--- config.mk ---
export PLATFORM = sky130hd
export DESIGN_NAME = sv39ptw_walk_flat
export DESIGN_NICKNAME = d
export VERILOG_FILES = /design/src/sv/assert_macros.svh /design/src/sv/sv39ptw_pkg.sv /design/src/sv/sv39ptw_req_if.sv /design/src/sv/sv39ptw_walk.sv /design/src/flat_wrapper.sv
export SDC_FILE = /design/constraint.sdc
export NUM_CORES = 1
export LEC_CHECK = 0
export BUFFER_PORTS_ARGS = -buffer_cell sky130_fd_sc_hd__buf_2
export CORE_MARGIN = 1
export CORE_UTILIZATION = 40
export DETAILED_ROUTE_END_ITERATION = 16
export GPL_TIMING_DRIVEN = 0
export PLACE_DENSITY = 0.65
export SYNTH_ARGS = -nofsm -noshare
export SYNTH_HDL_FRONTEND = slang
export SYNTH_SLANG_ARGS = --single-unit
--- constraint.sdc ---
create_clock -name clk_i -period 6.8 [get_ports clk_i]
set_input_delay 1.02 -clock clk_i [delete_from_list [all_inputs] [get_ports clk_i]]
set_output_delay 1.02 -clock clk_i [all_outputs]
set_load 0.005 [all_outputs]
--- src/sv/assert_macros.svh ---
// Assertion macros used by the RTL. They sample on clk_i and are
// disabled while rst_ni is low.
`ifndef ASSERT_MACROS_SVH
`define ASSERT_MACROS_SVH

`ifndef SYNTH

`define ASSERT_IMPLIES(lbl, ante, cons, msg) \
  lbl: assert property (@(posedge clk_i) disable iff (!rst_ni) (ante) |-> (cons)) \
    else $error(msg);

`define ASSERT_NEVER(lbl, cond, msg) \
  lbl: assert property (@(posedge clk_i) disable iff (!rst_ni) !(cond)) \
    else $error(msg);

`else

`define ASSERT_IMPLIES(lbl, ante, cons, msg)

`define ASSERT_NEVER(lbl, cond, msg)

`endif

`endif

--- src/sv/sv39ptw_pkg.sv ---
`default_nettype none

package sv39ptw_pkg;

  localparam int PPN_W     = 44;
  localparam int PA_W      = 56;
  localparam int VA_W      = 39;
  localparam int PTE_W     = 64;
  localparam int IDX_W     = 9;
  localparam int OFF_W     = 12;
  localparam int EIDX_W    = 12;
  localparam int VA_PAD_W  = OFF_W + 4 * IDX_W;
  localparam int PTE_PPN_LO = 10;
  localparam int FLAG_V    = 0;
  localparam int FLAG_U    = 4;

  localparam logic [1:0] MODE_WRITE  = 2'd0;
  localparam logic [1:0] MODE_USER   = 2'd1;
  localparam logic [1:0] MODE_KERNEL = 2'd2;

  localparam logic CFG_ROOT = 1'b0;
  localparam logic CFG_BASE = 1'b1;

  typedef enum logic [2:0] {
    ST_OK       = 3'd0,
    ST_VA_BIG   = 3'd1,
    ST_INVALID  = 3'd2,
    ST_NOT_USER = 3'd3,
    ST_OUTSIDE  = 3'd4
  } status_e;

  typedef enum logic [2:0] {
    S_IDLE = 3'b001,
    S_WALK = 3'b010,
    S_DONE = 3'b100
  } walk_state_e;

  typedef struct packed {
    logic [PPN_W-1:0] root_ppn;
    logic [PPN_W-1:0] base_ppn;
  } cfg_t;

  typedef struct packed {
    logic            valid;
    logic [PA_W-1:0] phys_addr;
    status_e         status;
  } res_t;

endpackage

`default_nettype wire

--- src/sv/sv39ptw_req_if.sv ---
`default_nettype none

interface sv39ptw_req_if
  import sv39ptw_pkg::*;
();
  logic              valid;
  logic              ready;
  logic [1:0]        mode;
  logic [VA_W-1:0]   virt_addr;
  logic [EIDX_W-1:0] entry_index;
  logic [PTE_W-1:0]  entry_data;

  modport source (output valid, output mode, output virt_addr, output entry_index,
                  output entry_data, input ready);
  modport sink (input valid, input mode, input virt_addr, input entry_index,
                input entry_data, output ready);
endinterface

`default_nettype wire

--- src/sv/sv39ptw_walk.sv ---
`default_nettype none

module sv39ptw_walk
  import sv39ptw_pkg::*;
#(
  parameter int STORE_WORDS = 4096,
  parameter int LEVELS = 3,
  localparam int AW = $clog2(STORE_WORDS)
) (
  input  wire logic         clk_i,
  input  wire logic         rst_ni,
  sv39ptw_req_if.sink       req_i,
  input  wire cfg_t         cfg_i,
  input  wire logic         store_busy_i,
  input  wire logic         out_free_i,
  input  wire logic [PTE_W-1:0] rd_data_i,
  output logic              rd_en_o,
  output logic [AW-1:0]     rd_addr_o,
  output logic              wr_en_o,
  output logic [AW-1:0]     wr_addr_o,
  output logic [PTE_W-1:0]  wr_data_o,
  output res_t              res_o
);

  localparam int LvlW   = $clog2(LEVELS);
  localparam int VaBits = IDX_W * LEVELS + OFF_W - 1;
  localparam int WordW  = AW + IDX_W;
  localparam int EidxExtW = (AW > EIDX_W) ? AW : EIDX_W;

  walk_state_e      state_q, state_d;
  logic [LvlW-1:0]  lvl_q, lvl_d;
  logic [VA_W-1:0]  va_q, va_d;
  logic             user_q, user_d;
  logic [PA_W-1:0]  res_pa_q, res_pa_d;
  status_e          res_st_q, res_st_d;

  logic             push;
  logic             accept;
  logic [PTE_W-1:0] pte;
  logic [AW:0]      loc;
  logic [EidxExtW-1:0] widx_ext;

  function automatic logic [IDX_W-1:0] va_index(logic [VA_W-1:0] va,
                                                 logic [LvlW-1:0] lvl);
    logic [VA_PAD_W-1:0] pad;
    pad = VA_PAD_W'(va);
    return pad[OFF_W + IDX_W * lvl +: IDX_W];
  endfunction

  // Returns the hit flag above the store word address.
  function automatic logic [AW:0] locate(logic [PPN_W-1:0] pg, logic [IDX_W-1:0] idx,
                                         logic [PPN_W-1:0] base);
    logic [PPN_W-1:0] d;
    logic [WordW-1:0] w;
    logic             ok;
    d  = pg - base;
    w  = {d[AW-1:0], idx};
    ok = (pg >= base) && (d < PPN_W'(STORE_WORDS)) && (w < WordW'(STORE_WORDS));
    return {ok, w[AW-1:0]};
  endfunction

  assign push        = (state_q == S_DONE) && out_free_i;
  assign req_i.ready = !store_busy_i && ((state_q == S_IDLE) || push);
  assign accept      = req_i.valid && req_i.ready;
  assign pte         = rd_data_i;
  assign widx_ext    = EidxExtW'(req_i.entry_index);

  assign wr_addr_o = widx_ext[AW-1:0];
  assign wr_data_o = req_i.entry_data;

  always_comb begin
    state_d  = state_q;
    lvl_d    = lvl_q;
    va_d     = va_q;
    user_d   = user_q;
    res_pa_d = res_pa_q;
    res_st_d = res_st_q;
    rd_en_o  = 1'b0;
    rd_addr_o = '0;
    wr_en_o  = 1'b0;
    loc      = '0;

    if (accept) begin
      res_pa_d = '0;
      res_st_d = ST_OK;
      state_d  = S_DONE;
      case (req_i.mode)
        MODE_WRITE: begin
          wr_en_o = (32'(req_i.entry_index) < 32'(STORE_WORDS));
        end
        MODE_USER, MODE_KERNEL: begin
          va_d   = req_i.virt_addr;
          user_d = (req_i.mode == MODE_USER);
          loc    = locate(cfg_i.root_ppn, va_index(req_i.virt_addr, LvlW'(LEVELS - 1)),
                          cfg_i.base_ppn);
          if ((VA_PAD_W'(req_i.virt_addr) >> VaBits) != '0) begin
            res_st_d = ST_VA_BIG;
          end else if (!loc[AW]) begin
            res_st_d = ST_OUTSIDE;
          end else begin
            rd_en_o   = 1'b1;
            rd_addr_o = loc[AW-1:0];
            lvl_d     = LvlW'(LEVELS - 1);
            state_d   = S_WALK;
          end
        end
        default: begin
          res_st_d = ST_OK;
        end
      endcase
    end else if (push) begin
      state_d = S_IDLE;
    end else if (state_q == S_WALK) begin
      loc = locate(pte[PTE_PPN_LO +: PPN_W], va_index(va_q, lvl_q - 1'b1),
                   cfg_i.base_ppn);
      if (!pte[FLAG_V]) begin
        res_st_d = ST_INVALID;
        state_d  = S_DONE;
      end else if (lvl_q == '0) begin
        state_d = S_DONE;
        if (user_q && !pte[FLAG_U]) begin
          res_st_d = ST_NOT_USER;
        end else begin
          res_pa_d = {pte[PTE_PPN_LO +: PPN_W], user_q ? {OFF_W{1'b0}} : va_q[OFF_W-1:0]};
        end
      end else if (!loc[AW]) begin
        res_st_d = ST_OUTSIDE;
        state_d  = S_DONE;
      end else begin
        rd_en_o   = 1'b1;
        rd_addr_o = loc[AW-1:0];
        lvl_d     = lvl_q - 1'b1;
      end
    end
  end

  always_ff @(posedge clk_i or negedge rst_ni) begin
    if (!rst_ni) begin
      state_q <= S_IDLE;
    end else begin
      state_q <= state_d;
    end
  end

  always_ff @(posedge clk_i) begin
    lvl_q    <= lvl_d;
    va_q     <= va_d;
    user_q   <= user_d;
    res_pa_q <= res_pa_d;
    res_st_q <= res_st_d;
  end

  assign res_o.valid     = push;
  assign res_o.phys_addr = res_pa_q;
  assign res_o.status    = res_st_q;

endmodule

`default_nettype wire
--- src/flat_wrapper.sv ---
// flat-port wrapper written by rule: the top's interface ports become plain ports
module sv39ptw_walk_flat import sv39ptw_pkg::*;
#(
  parameter int STORE_WORDS = 4096,
  parameter int LEVELS = 3,
  localparam int AW = $clog2(STORE_WORDS)
)
  (clk_i, rst_ni, cfg_i, store_busy_i, out_free_i, rd_data_i, rd_en_o, rd_addr_o, wr_en_o, wr_addr_o, wr_data_o, res_o, req_i_valid, req_i_mode, req_i_virt_addr, req_i_entry_index, req_i_entry_data, req_i_ready);
  sv39ptw_req_if req_i_i ();
  input  wire logic clk_i;
  input  wire logic rst_ni;
  input  wire cfg_t cfg_i;
  input  wire logic store_busy_i;
  input  wire logic out_free_i;
  input  wire logic [PTE_W-1:0] rd_data_i;
  output logic rd_en_o;
  output logic [AW-1:0] rd_addr_o;
  output logic wr_en_o;
  output logic [AW-1:0] wr_addr_o;
  output logic [PTE_W-1:0] wr_data_o;
  output res_t res_o;
  input wire logic [$bits(req_i_i.valid)-1:0] req_i_valid;
  input wire logic [$bits(req_i_i.mode)-1:0] req_i_mode;
  input wire logic [$bits(req_i_i.virt_addr)-1:0] req_i_virt_addr;
  input wire logic [$bits(req_i_i.entry_index)-1:0] req_i_entry_index;
  input wire logic [$bits(req_i_i.entry_data)-1:0] req_i_entry_data;
  output wire logic [$bits(req_i_i.ready)-1:0] req_i_ready;
  assign req_i_i.valid = req_i_valid;
  assign req_i_i.mode = req_i_mode;
  assign req_i_i.virt_addr = req_i_virt_addr;
  assign req_i_i.entry_index = req_i_entry_index;
  assign req_i_i.entry_data = req_i_entry_data;
  assign req_i_ready = req_i_i.ready;
  sv39ptw_walk #(.STORE_WORDS(STORE_WORDS), .LEVELS(LEVELS)) u_core (.clk_i(clk_i), .rst_ni(rst_ni), .req_i(req_i_i), .cfg_i(cfg_i), .store_busy_i(store_busy_i), .out_free_i(out_free_i), .rd_data_i(rd_data_i), .rd_en_o(rd_en_o), .rd_addr_o(rd_addr_o), .wr_en_o(wr_en_o), .wr_addr_o(wr_addr_o), .wr_data_o(wr_data_o), .res_o(res_o));
endmodule
==> parameters.txt <==
Parameter                              Value

Status
  Outcome ... complete, no violations

Place
  Final weighted congestion of routability-driven global placement ... ~0.96
  Quantity of I/O buffers inserted on ports ... 330
  DP HPWL ... approximately 39000 um

Global route
  Largest net degree at the start of global routing ... 41
  Wire length of the first global-routing pass ... ~67000 um
  GR Overflow Total ... 0
  Global router's overall resource usage ... roughly 30%
  Via count of the first global-routing pass ... approximately 12k
  Antenna violations before repair ... 0

Drt
  Average wire per standard cell ... just over 20 um
  Number of iterations in the first detailed-routing pass ... 5
  DR vias ... about 13k
  Drt initial violations ... 1125
  Met2 routed wirelength ... 20300 um
  Detailed-route wire length on metal 1 ... ~21000 um
  Final ANT Viol Nets ... 0
  Topmost layer with routed signal wires ... met4
  Detailed-routed wire length on met3 ... 2970 um
  Detailed-route vias per instance ... 5.67
  Post-route DRC violation count ... 0
  Detailed Route WL ... approximately 46000 um

Flow run
  Maxcap violations ... 0

Logic synthesis
  Yosys cell types ... between 90 and 100
  Commonest register cell after synthesis ... dfxtp_1
  Post-Synthesis Cell Area ... roughly 11000 sq um
  Number of register bits inferred by synthesis ... between 100 and 150
  Mapped Nets ... between 1.5k and 2k
  Avg Synthesized Cell Area ... between 7 and 8 sq um
  Total number of yosys warnings ... 0
  Number of enable-type register cells in the synthesized netlist ... 45
  Share of synthesized area occupied by flip-flops and latches ... between 20 and 25%
  Count of mapped cells out of synthesis ... 1536
  Post-synth ARST share ... under 10%

Timing
  Count of endpoints failing setup in the final report ... 0
  Number of pins exceeding their max-slew limit in the final report ... 0
  Number of hold-slack violations in the final timing report ... 0
  Final hold slack ... 0.433 ns
  Worst-Margin Slew ... approximately 0.96 ns
  Post-layout min period ... 6.30 ns
  Setup repair after global routing missed its margin ... false
  Max Freq ... 159 MHz
  Final setup TNS ... 0 ns
  Worst slew margin ... between 30% and 40%
  Portion of the clock cycle consumed by the worst path in the final layout ... 92.6%
  Largest clock skew in the final design ... 0.0140 ns

Clock network
  TritonCTS clock tree ... yes
  Post-CTS Hold Fix Bufs ... 0
  CTS max path bufs ... 2
  CTS buffer count ... 9
  H-tree depth ... 3
  Number of gates resized after cts ... 0
  Clock latency on the worst-skew pair ... between 0.3 and 0.4 ns
  Cell chosen for the clock root ... clkbuf_16
  Clock transition at the register clock pins on the worst setup and hold paths after CTS ... about 0.070 ns
  Number of setup buffers added after CTS ... 0
  Number of sinks handled by clock tree synthesis ... between 100 and 150

Floorplan
  DIE HEIGHT ... roughly 170 um
  Core area ... around 28000 sq um
  Initial Util ... just over 40%
  Row Count ... just over 60
  Number of ports placed on the die boundary ... about 430
  Overall die area ... roughly 30000 sq um
  Floorplan die width ... roughly 170 um

Finish
  Number of nets in the layout ... ~2.2k
  FILL cells ... between 2k and 3k
  Number of antenna repair diodes ... 0
  Fraction of layout cells with a size suffix above 1 ... approximately a quarter
  Layout overhead on the synthesized area ... 21.1%
  Final standard cell utilization of the core ... about half

Worst setup path
  Critical path data required time ... about 5.8 ns
  Cell repeated most along the worst path ... buf_2
  Endpoint type of the worst setup path ... output pin
  Startpoint Class ... input port
  Critical Path Fanout Max ... 10
  Critical path's slowest cell ... or4b_1
  List of cells traversed by the critical path ... buf_2 -> inv_1 -> ha_1 -> a21oi_1 -> a21boi_1 -> a21oi_1 -> o22ai_1 -> xor2_1 -> o21ai_0 -> or4b_1 -> nor4_2 -> nand4_1 -> nor2_1 -> buf_2 -> a22o_1 -> buf_2
  Reg2reg setup slack ... 3.15 ns
  Longest individual stage delay on the worst path ... about 0.64 ns
  Reg2Reg Launch Point ... u_core.state_q[0]
  CP Data Arrival Time ... between 5 and 6 ns
  Launch point of the critical path ... cfg_i[37]
  Worst setup path class ... input port to output pin

Power
  Power Density ... ~160 nW/um^2
  Maximum ir drop on the vdd rail ... between 0.0001 and 0.00015 V
  Leakage power ... ~6.3 nW

Worst hold path
  Class of the worst hold path ... input port to asynchronous set/reset pin
-- state kept, by name, indices dropped and copies added (netlist names) --
name,cells
u_core.res_st_q,3
u_core.state_q,3
u_core.user_q,1
u_core.va_q,39
u_core.lvl_q,2
u_core.res_pa_q,56
-- final cells by class --
cell class                      count  area (sq um)  area share, %
Buffer                            150           890           6.45
Clock buffer                       10           229           1.66
Clock inverter                      6          36.3          0.263
Inverter                           81           304           2.20
Multi-Input combinational cell   1201          7660           55.5
Sequential cell                   104          2550           18.5
Tap cell                          378           473           3.43
Timing Repair Buffer              331          1660           12.0
-- synth_stat cells, types with 19 or more instances --
cell type	number	area share, %
o21ai_0	80	3.5
nor3_1	36	1.6
buf_4	77	5.1
xor2_1	19	1.5
ha_1	91	10
inv_1	80	2.6
dfxtp_1	56	9.8
o21a_1	27	1.8
nand3_1	38	1.7
nor2_1	93	3.1
a21o_1	33	2.2
xnor2_1	28	2.2
clkbuf_1	49	1.6
a21oi_1	170	7.5
nand4_1	52	2.9
edfxtp_1	45	12
mux2i_1	19	1.7
nand2_1	228	7.5
-- worst max-delay path, delay by kind of cell --
kind	cells	cell delay, ns
AO/OA/AOI/OAI	6	1.53
adder cells (fa/ha/maj)	1	0.44
AND/OR/NAND/NOR	4	1.51
XOR/XNOR	1	0.19
buffers and inverters	4	0.55
-- power by group --
part           leakage (nW)  switching (mW)  internal (mW)  total (mW)
sequential            0.895          0.0108          0.682       0.692
clock                 0.130           0.264          0.248       0.511
combinational          5.24           0.614          0.365       0.979
total                  6.26           0.888           1.29        2.18
-- per-layer routing --
layer	vias to the layer above	GRT usage, %
met2	574	48.6
met1	5963	42.4
li1	6238	-
met4	0	9.75
met3	56	3.15
met5	-	0
-- layout by cell type, fill, tap and decap left out, types with 7 or more instances in the layout --
| cell type | instances |
|---|---|
| buf_4 | 77 |
| nand3b_1 | 10 |
| inv_1 | 80 |
| o21bai_1 | 10 |
| clkbuf_16 | 9 |
| o211ai_1 | 13 |
| edfxtp_1 | 45 |
| mux2i_1 | 19 |
| nor2b_1 | 13 |
| o22ai_1 | 11 |
| nor2_1 | 93 |
| o21ai_1 | 8 |
| a211oi_1 | 12 |
| a21o_1 | 33 |
| and3_1 | 8 |
| nand4_1 | 52 |
| nor3_1 | 36 |
| a31oi_1 | 9 |
| and4_1 | 9 |
| xor2_1 | 19 |
| dfxtp_1 | 56 |
| o21a_1 | 27 |
| nor4_1 | 14 |
| or4_1 | 7 |
| or3_1 | 12 |
| ha_1 | 91 |
| a21oi_1 | 170 |
| o21ai_0 | 80 |
| xnor2_1 | 28 |
| clkbuf_1 | 50 |
| nand3_1 | 38 |
| nand2b_1 | 10 |
| nand2_1 | 228 |
| and2_1 | 9 |
| a22o_1 | 11 |
| buf_2 | 349 |
-- per-stage QoR --
step | setup WS [ns] | instance area, sq um | std cells | power (mW)
floorplan | 1.61 | 11400 | 1536 | 1.34
global placement | 0.544 | 13500 | 2244 | 1.65
detailed placement | 0.587 | 13500 | 2245 | 1.66
CTS | 0.572 | 13800 | 2261 | 2.17
global route | 0.226 | 13800 | 2261 | 2.30
finish | 0.505 | 13800 | 2261 | 2.18
-- cells by family after synthesis --
logic type / share of synthesized area (%)
and+or+nand+nor: 24.6
AOI/OAI and AO/OA: 26.8
buffers and inverters: 10.5
DFF: 22.4
adders and majority gates: 10.3
xor gates and xnor gates: 3.61
muxes: 1.77
-- path summary, 6_finish.rpt --
path	end	cells past startpoint
hold reg to reg	u_core.res_pa_q[13]	2
setup / recovery	rd_addr_o[10]	16
setup reg to reg	u_core.lvl_q[1]	12
max in group asynchronous	u_core.state_q[0]	1
min in group clk_i	u_core.res_pa_q[13]	2
hold / removal	u_core.state_q[2]	1
Note: power is estimated with default switching activity, not from simulation.
